## config.mk

```make
export PLATFORM = sky130hd
export DESIGN_NAME = vpl_ctrl
export DESIGN_NICKNAME = d
export VERILOG_FILES = /design/src/sv/vpl_pkg.sv /design/src/sv/vpl_ctrl.sv
export SDC_FILE = /design/constraint.sdc
export NUM_CORES = 1
export LEC_CHECK = 0
export BUFFER_PORTS_ARGS = -buffer_cell sky130_fd_sc_hd__clkbuf_2
export CAP_MARGIN = 5
export CORE_AREA = 2 2 39 41
export DETAILED_ROUTE_END_ITERATION = 10
export DIE_AREA = 0 0 41 43
export GPL_ROUTABILITY_DRIVEN = 0
export PLACE_DENSITY = 0.5
export SLEW_MARGIN = 20
export SYNTH_ARGS = -nofsm -noshare
export SYNTH_HDL_FRONTEND = slang
export SYNTH_SLANG_ARGS = --single-unit
```

## constraint.sdc

```tcl
create_clock -name clk -period 2.76 [get_ports clk]
set_input_delay 0.414 -clock clk [delete_from_list [all_inputs] [get_ports clk]]
set_output_delay 0.414 -clock clk [all_outputs]
set_load 0.01 [all_outputs]
```

## src/sv/vpl_pkg.sv

```systemverilog
package vpl_pkg;

	localparam int ACTION_W   = 2;
	localparam int INDEX_W    = 8;
	localparam int VALUE_W    = 32;
	localparam int LEN_W      = 9;
	localparam int SUM_W      = VALUE_W + LEN_W + 1;
	localparam int CFG_IDX_W  = 1;
	localparam int CFG_DATA_W = LEN_W;

	localparam logic [ACTION_W-1:0] ACT_WR_DIST = 2'd0;
	localparam logic [ACTION_W-1:0] ACT_WR_UNIV = 2'd1;
	localparam logic [ACTION_W-1:0] ACT_QUERY   = 2'd2;

	localparam logic [CFG_IDX_W-1:0] REG_TABLE_MODE   = 1'd0;
	localparam logic [CFG_IDX_W-1:0] REG_TABLE_LENGTH = 1'd1;

	localparam logic [LEN_W-1:0] LENGTH_RESET = 9'd256;

	// One unit in Q16.16.
	localparam logic signed [SUM_W-1:0] ONE_Q16 = 42'sd65536;

	typedef struct packed {
		logic take;
		logic start;
		logic walk;
		logic step;
		logic load_out;
	} vpl_cmd_t;

	typedef struct packed {
		logic walk_done;
	} vpl_stat_t;

endpackage

```

## src/sv/vpl_ctrl.sv

```systemverilog
module vpl_ctrl import vpl_pkg::*; (
	input  logic      clk,
	input  logic      arst_n,
	input  logic      item_valid,
	input  logic      item_is_query,
	input  logic      result_ready,
	input  vpl_stat_t stat,
	output vpl_cmd_t  cmd,
	output logic      item_ready,
	output logic      result_valid
);
	typedef enum logic [2:0] {S_IDLE, S_WALK, S_STEP, S_FETCH, S_LOAD} state_t;

	state_t state_q;
	logic   ready_q;
	logic   valid_q;
	logic   take;
	logic   slot_free;

	assign take      = item_valid & ready_q;
	assign slot_free = !valid_q | result_ready;

	always_comb begin
		cmd.take     = take;
		cmd.start    = take & item_is_query;
		cmd.walk     = (state_q == S_WALK);
		cmd.step     = (state_q == S_STEP);
		cmd.load_out = (state_q == S_LOAD) & slot_free;
	end

	always_ff @(posedge clk or negedge arst_n) begin
		if (!arst_n) begin
			state_q <= S_IDLE;
			ready_q <= 1'b1;
			valid_q <= 1'b0;
		end else begin
			case (state_q)
				S_IDLE: begin
					if (cmd.start) begin
						state_q <= S_WALK;
						ready_q <= 1'b0;
					end
				end
				S_WALK: begin
					if (stat.walk_done) begin
						state_q <= S_STEP;
					end
				end
				S_STEP: begin
					state_q <= S_FETCH;
				end
				S_FETCH: begin
					state_q <= S_LOAD;
				end
				S_LOAD: begin
					if (slot_free) begin
						state_q <= S_IDLE;
						ready_q <= 1'b1;
					end
				end
				default: begin
					state_q <= S_IDLE;
					ready_q <= 1'b1;
				end
			endcase

			if (cmd.load_out) begin
				valid_q <= 1'b1;
			end else if (result_ready) begin
				valid_q <= 1'b0;
			end
		end
	end

	assign item_ready   = ready_q;
	assign result_valid = valid_q;
endmodule

```

**Yosys cells after proc, flatten, opt, wreduce, memory -nomap -nowiden**

Index checks and enable logic that the tools add are counted.

- Equality and inequality tests: 7
- Muxes and demuxes: 9
- Bitwise logic cells: 5
- Reductions and logical operators: 6

Operators with widths:

| operator | count |
|---|---|
| 3-bit case mux with 5 select lines | 1 |
| 3-bit 2-to-1 mux | 3 |
| 3-bit by 2-bit equality test with 1-bit output, second input constant | 2 |
| 2-bit != test, second input constant | 3 |
| 3-bit AND reduction | 2 |
| 1-bit 2-to-1 mux | 4 |
| 1-bit AND | 3 |
| 3-bit by 1-bit equality test with 1-bit output, second input constant | 1 |
| 3-bit equality test, second input constant | 1 |
| 3-bit zero test | 1 |
| 1-bit case mux with 3 select lines | 1 |
| 3-bit OR reduction | 1 |
| 2-bit nonzero test | 1 |
| 1-bit zero test | 1 |
| 1-bit inverter | 1 |
| 1-bit OR | 1 |

- Register bits after elaboration: 5
- Word-level logic and storage cells: 30
- Output and inout port bits: 7

**Logic depth before layout (Yosys ltp)**

Gate-level depths: netlist (run 1).

- Word-level depth: 4
- Mapped depth: 3
- Mapped depth without buffers: 3

**Worst setup path before layout (run 1)**

OpenSTA, ideal clock, no wires.

- Path kind: register to output
- Start point: reg state_q[2]
- End point: out cmd[1] (netlist name)
- Path buffers: 1
- Data arrival time: 0.804 ns
- Path slack: 1.542 ns
- Stages on the path, launching flop included: 3
- Cell sequence: dfrtp_1 > buf_2 > nor3b_1

RTL lines:

| what | RTL line | text |
|---|---|---|
| from (decl) | vpl_ctrl.sv:14 | `state_t state_q;` |
| from (signal assigned) | vpl_ctrl.sv:33 | `state_q <= S_IDLE;` |
| from (signal assigned) | vpl_ctrl.sv:40 | `state_q <= S_WALK;` |
| from (signal assigned) | vpl_ctrl.sv:46 | `state_q <= S_STEP;` |
| to (decl) | vpl_ctrl.sv:8 | `output vpl_cmd_t cmd,` |

==> summary.md, run 1 <==
| Metric | Value |
|---|---|
| First-pass DRT Iterations | 2 |
| Rows | 14 |
| CTS clk-pin slew, worst paths | about 0.04 ns |
| Final HPWL DP | 399 um |
| Final setup viols | 0 |
| WL final | between 400 and 500 um |
| H-tree depth | 1 |
| Synth Warn # | 0 |
| Core area | ~1400 um^2 |
| Max Cap Violations | 0 |
| TritonCTS buffer count | 3 |
| Netlist cell types | 17 |
| Syn Std Cell Area | ~260 um^2 |
| Antenna cells | 0 |
| DRC viols | 0 |
| Post-synth EDFFs | 0 |
| Final Net Count | 50 |
| Commonest cells post-synth | dfrtp_1, nor2_1, nand2b_1 |
| Pin count of the biggest net entering global routing | 10 |
| Fmax | ~650 MHz |
| Gr usage total | 0.0688 |
| Crit path max fanout | 7 |
| Buf/Inv on CP | 1 |
| Fin Clk Skew | about 0.00058 ns |
| Register area share after synthesis | 0.493 |
| CP arrival | approximately 1.1 ns |
| Antenna Violating Nets Remaining | 0 |
| Vias in the first global route | 204 |
| Post-CTS Resized | 0 |
| Largest area contributor in the netlist | dfrtp_1 |
| Worst Setup Path Type | reg2out |
| Worst-margin pin slew | between 0.2 and 0.25 ns |
| Clock Path Buffers | 2 |
| Synth top area cells | dfrtp_1, dfstp_2, nand2b_1 |
| Die Ht | 43 um |
| DRT iter0 DRCs | 2 |
| Footprint of the multi-input gates | 114 um^2 |
| CTS Root Cell | clkbuf_4 |
| Crit path max-delay cell type | dfrtp_1 |
| Synthesized Nets | 34 |
| Mean Syn Cell Area | 9.16 um^2 |
| Total grt overflow | 0 |
| Register area | 126 um^2 |
| Period utilization | 0.559 |
| Tmin final | 1.54 ns |
| Fin. max-slew vios | 0 |
| Initial antenna violation count | 0 |
| WL/cell | ~8.4 um |
| Layout cells sized above 1 | 0.372 |
| CP Launch Type | flip-flop |
| Dpl cell area | 324 um^2 |
| Drt via density | roughly 4.0 |
| Endpoint class of the critical path | output port |
| Finished Cell Area | between 300 and 400 um^2 |
| I/O pin total | 13 |
| TritonCTS clock tree | done |
| Pleak | approximately 0.00019 uW |
| Critical path, cell by cell | nor2_1, and3_1, clkbuf_2 |
| Setup tns final | 0 ns |
| Rel. slew slack | 0.840 |
| Clk_lat worst skew | 0.24 ns |
| Family with the most delay on the worst path | flip-flops |
| Share of the synthesized area in the top cell type | 0.390 |
| Clk sinks | 5 |
| VDD IR-drop max | 253 uV |
| Hold crit path type | in2reg |
| Worst EP required | roughly 2.4 ns |
| Seq cells post-synth | 5 |
| Unrepaired setup endpoints after global routing | no |
| Status | completed |
| Initial Util | 0.185 |
| Pwr Density | 996 nW/um^2 |
| Synthesized instance count | 28 |
| Fillers | 154 |
| Top_reg_cell synth | dfrtp_1 |
| Layout area overhead | 40.5% |
| DR vias | about 240 |
| Die width | 41 um |
| CP peak stage delay | 0.43 ns |
| IO buf count | 12 |
| First-pass GRT wire length | about 780 um |
| Hold Violations, Final | 0 |
| Asr flop ratio synth | 1.00 |
| Die area | ~1800 um^2 |
## cell usage in the layout, fill, tap and decap left out
| cell type | n |
|---|---|
| nand2b_1 | 3 |
| dlygate4sd3_1 | 1 |
| o21ai_1 | 1 |
| and2_1 | 1 |
| clkbuf_4 | 3 |
| nor2_1 | 4 |
| nor3b_1 | 1 |
| clkbuf_1 | 1 |
| nand3_1 | 1 |
| clkbuf_2 | 12 |
| o221a_1 | 1 |
| inv_1 | 1 |
| and3_1 | 1 |
| nand3b_1 | 2 |
| nand2_1 | 2 |
| a21oi_1 | 2 |
| dfstp_2 | 1 |
| o22ai_1 | 1 |
| dfrtp_1 | 4 |
## cell type report
| class | count | area share |
|---|---|---|
| Multi-Input combinational cell | 20 | 0.316 |
| Tap cell | 16 | 0.0556 |
| Sequential cell | 5 | 0.351 |
| Timing Repair Buffer | 13 | 0.194 |
| Inverter | 1 | 0.0104 |
| Clock buffer | 4 | 0.0729 |
## through the flow
stage / total power (uW) / hold slack (ns) / util / setup slack (ns) / std cells
after floorplan: 234 / 0.118 / - / 1.54 / 28
after CTS: 368 / 0.446 / 0.260 / 1.20 / 59
final: 359 / 0.451 / 0.260 / 1.22 / 59
after global placement: 281 / 0.237 / 0.234 / 1.39 / 54
after global routing: 390 / 0.470 / 0.260 / 1.14 / 59
after detailed placement: 279 / 0.236 / 0.234 / 1.38 / 54
## sequential cells by signal, summed over array words and instances (netlist names)
register and cells:
item_ready 1, state_q 3, result_valid 1
## logic make-up after synthesis
family | synth area share
and+or+nand+nor | 0.317
DFF | 0.493
AOI/OAI and AO/OA | 0.127
buffers and inverters | 0.0634
## report_power, final
part / internal, uW / switching (uW) / total, uW / leakage (uW)
clock: 54.5 / 27.8 / 82.3 / 0.0000150
combinational: 66.4 / 67.8 / 134 / 0.000110
sequential: 108 / 34.4 / 142 / 0.0000634
total: 229 / 130 / 359 / 0.000189
## layer usage
layer / routed length, um / track usage / part of all wire
met4: 0 / 0.0600 / 0
met1: 225 / 0.0822 / 0.46
met2: 238 / 0.0875 / 0.48
met5: 0 / 0 / 0
met3: 30 / 0.0314 / 0.061
## worst min-delay path, stage by stage
cell,delay (ns)
clkbuf_2,0.09
nand3b_1,0.07
a21oi_1,0.06
## what timing repair did
action | in CTS | in global routing
hold endpoints to repair | 4 | 0
buffers inserted | 0 | 0
hold buffers | 1 | 0
## worst paths after layout
kind	to	depth (start not counted)	from	slack, ns
max	cmd[0]	3	state_q[0]	1.22
min	state_q[1]	3	stat	0.45
max reg2reg	state_q[0]	3	item_ready	1.68
min reg2reg	item_ready	2	item_ready	0.53
max in group asynchronous	item_ready	2	arst_n	2.02
min in group asynchronous	result_valid	2	arst_n	0.53
Power figures use the tool's default switching activity.
==> inputs of run 2 (changes only) <==
--- a/config.mk
+++ b/config.mk
@@ -11,7 +11,7 @@
 export DETAILED_ROUTE_END_ITERATION = 10
 export DIE_AREA = 0 0 41 43
 export GPL_ROUTABILITY_DRIVEN = 0
-export PLACE_DENSITY = 0.5
+export PLACE_DENSITY = 0.52
 export SLEW_MARGIN = 20
 export SYNTH_ARGS = -nofsm -noshare
 export SYNTH_HDL_FRONTEND = slang
==> constraint.sdc (replaced) <==
create_clock -name clk -period 1.3 [get_ports clk]
set_input_delay 0.195 -clock clk [delete_from_list [all_inputs] [get_ports clk]]
set_output_delay 0.195 -clock clk [all_outputs]
set_load 0.01 [all_outputs]
==> run 2 against run 1 <==
Register-to-register slack got worse by 1.4 ns. Count of clock-buffer cells in the layout unchanged. Design area increased by 15%. Routed wire length increased by 28%. Worst hold slack got worse by 0.22 ns. Worst setup slack got worse by 1.2 ns. Critical path depth unchanged. Non-clock buffer count increased by 2.
==> summary.md, run 2 (synthesis results as in run 1) <==
| Metric | Value |
|---|---|
| Pwr Density | approximately 2200 nW/um^2 |
| First-pass DRT Iterations | 2 |
| CP arrival | ~1.1 ns |
| Register area | 130 um^2 |
| WL/cell | around 10 um |
| Die Ht | 43 um |
| DRC viols | 0 |
| Antenna cells | 0 |
| CP peak stage delay | roughly 0.46 ns |
| CP Launch Type | flip-flop |
| First-pass GRT wire length | 1000 um |
| Crit path max fanout | 6 |
| Crit path max-delay cell type | dfrtp_2 |
| Tmin final | ~1.3 ns |
| I/O pin total | 13 |
| Number of flip-flops in the largest register | 3 |
| Rows | 14 |
| Dpl cell area | approximately 320 um^2 |
| Drt via density | about 4.1 |
| Max Cap Violations | 0 |
| VDD IR-drop max | approximately 440 uV |
| CTS Root Cell | clkbuf_4 |
| Core area | ~1400 um^2 |
| Pin count of the biggest net entering global routing | 10 |
| CTS clk-pin slew, worst paths | 0.04 ns |
| Footprint of the multi-input gates | 144 um^2 |
| Die area | ~1800 um^2 |
| Family with the most delay on the worst path | flip-flops |
| Final Net Count | 52 |
| Clock Path Buffers | 2 |
| Rel. slew slack | 0.879 |
| Most frequent cells in the layout | clkbuf_2, nor2_1, clkbuf_4, buf_2, dfrtp_2 |
| Setup tns final | 0 ns |
| Hold crit path type | in2reg |
| TritonCTS buffer count | 3 |
| Fin Clk Skew | ~0.00083 ns |
| Pleak | just over 0.0002 uW |
| Worst-margin pin slew | between 0.15 and 0.2 ns |
| Fin. max-slew vios | 0 |
| Fmax | a little under 800 MHz |
| Buf/Inv on CP | 1 |
| Largest register by flop count | state_q |
| Worst Setup SP | state_q[0] |
| Die width | between 40 and 50 um |
| DR vias | roughly 250 |
| Period utilization | 0.995 |
| TritonCTS clock tree | done |
| Worst EP required | approximately 1.1 ns |
| Layout cells sized above 1 | 0.578 |
| Worst Setup Path Type | reg2out |
| Clk sinks | 5 |
| Critical path, cell by cell | nor2_4, and3_4, buf_6 |
| Gr usage total | 0.0888 |
| IO buf count | 12 |
| Total grt overflow | 0 |
| Final setup viols | 0 |
| Initial Util | 0.185 |
| Final HPWL DP | between 400 and 500 um |
| H-tree depth | 1 |
| Unrepaired setup endpoints after global routing | yes |
| Worst R2R Start | state_q[0] |
| Initial antenna violation count | 0 |
| Endpoint class of the critical path | output port |
| WL final | 630 um |
| Hold Startpoint | stat |
| Layout area overhead | 62.0% |
| DRT iter0 DRCs | 4 |
| Antenna Violating Nets Remaining | 0 |
| Most common cell after layout, fill and taps aside | clkbuf_2 |
| Finished Cell Area | around 420 um^2 |
| Hold Violations, Final | 0 |
| Status | completed |
| Vias in the first global route | 245 |
| Clk_lat worst skew | approximately 0.24 ns |
| Fillers | approximately 150 |
==> run 2: cell count changes in the layout (fill, tap and decap cells not counted), sizes merged <==
| cell | delta |
|---|---|
| buf | +6 |
| clkbuf | -4 |
==> run 2: what timing repair did <==
action                                 CTS  global route
setup buffers                            2             0
setup endpoints to repair                2             4
resized for setup                        5             9
pin swaps                                1             1
endpoints found under the hold margin    5             0
hold buffers                             1             0
==> run 2: stage by stage <==
stage          cells  worst slack (ns)  hold slack [ns]  utilization  total power, uW
5_1_grt           61           -0.0506            0.250        0.300              981
6_report          61           0.00644            0.227        0.300              897
3_5_place_dp      54             0.184           0.0225        0.234              595
3_3_place_gp      54             0.174           0.0250        0.234              595
4_1_cts           61          -0.00297            0.222        0.282              864
2_1_floorplan     28             0.272           -0.101            -              497
==> run 2: final timing paths <==
check	end	slack (ns)	depth (start not counted)
worst max-delay path	cmd[0]	0.006	3
worst max register to register	state_q[0]	0.25	4
min in group asynchronous	state_q[0]	0.31	2
max in group asynchronous	item_ready	0.77	2
worst min register to register	item_ready	0.53	2
worst min-delay path	state_q[1]	0.23	3
==> run 2: routing by layer <==
layer | track usage | up-vias | part of all wire
met5 | 0 | - | 0
met4 | 0.0600 | 0 | 0
met3 | 0.0628 | 0 | 0.087
met2 | 0.116 | 10 | 0.50
met1 | 0.0980 | 113 | 0.41
li1 | - | 130 | -
==> run 2: cell type report <==
cell class              instances  area share
multi-input cells              20       0.346
flip-flops and latches          5       0.313
repair buffers                 15       0.220
clock buffers                   4      0.0633
well taps                      16      0.0482
inverters                       1     0.00904
==> run 2: worst register-to-register path, cell delays in order, from the launching register on <==
cell	delay (ns)
dfrtp_2	0.46
buf_4	0.16
nand2b_1	0.15
o221a_1	0.12
nor2_1	0.08
==> run 2: power breakdown <==
part	internal (uW)	leakage (uW)	switching (uW)
Clock	116	0.0000150	63.0
Sequential	236	0.0000592	105
Combinational	218	0.000130	159
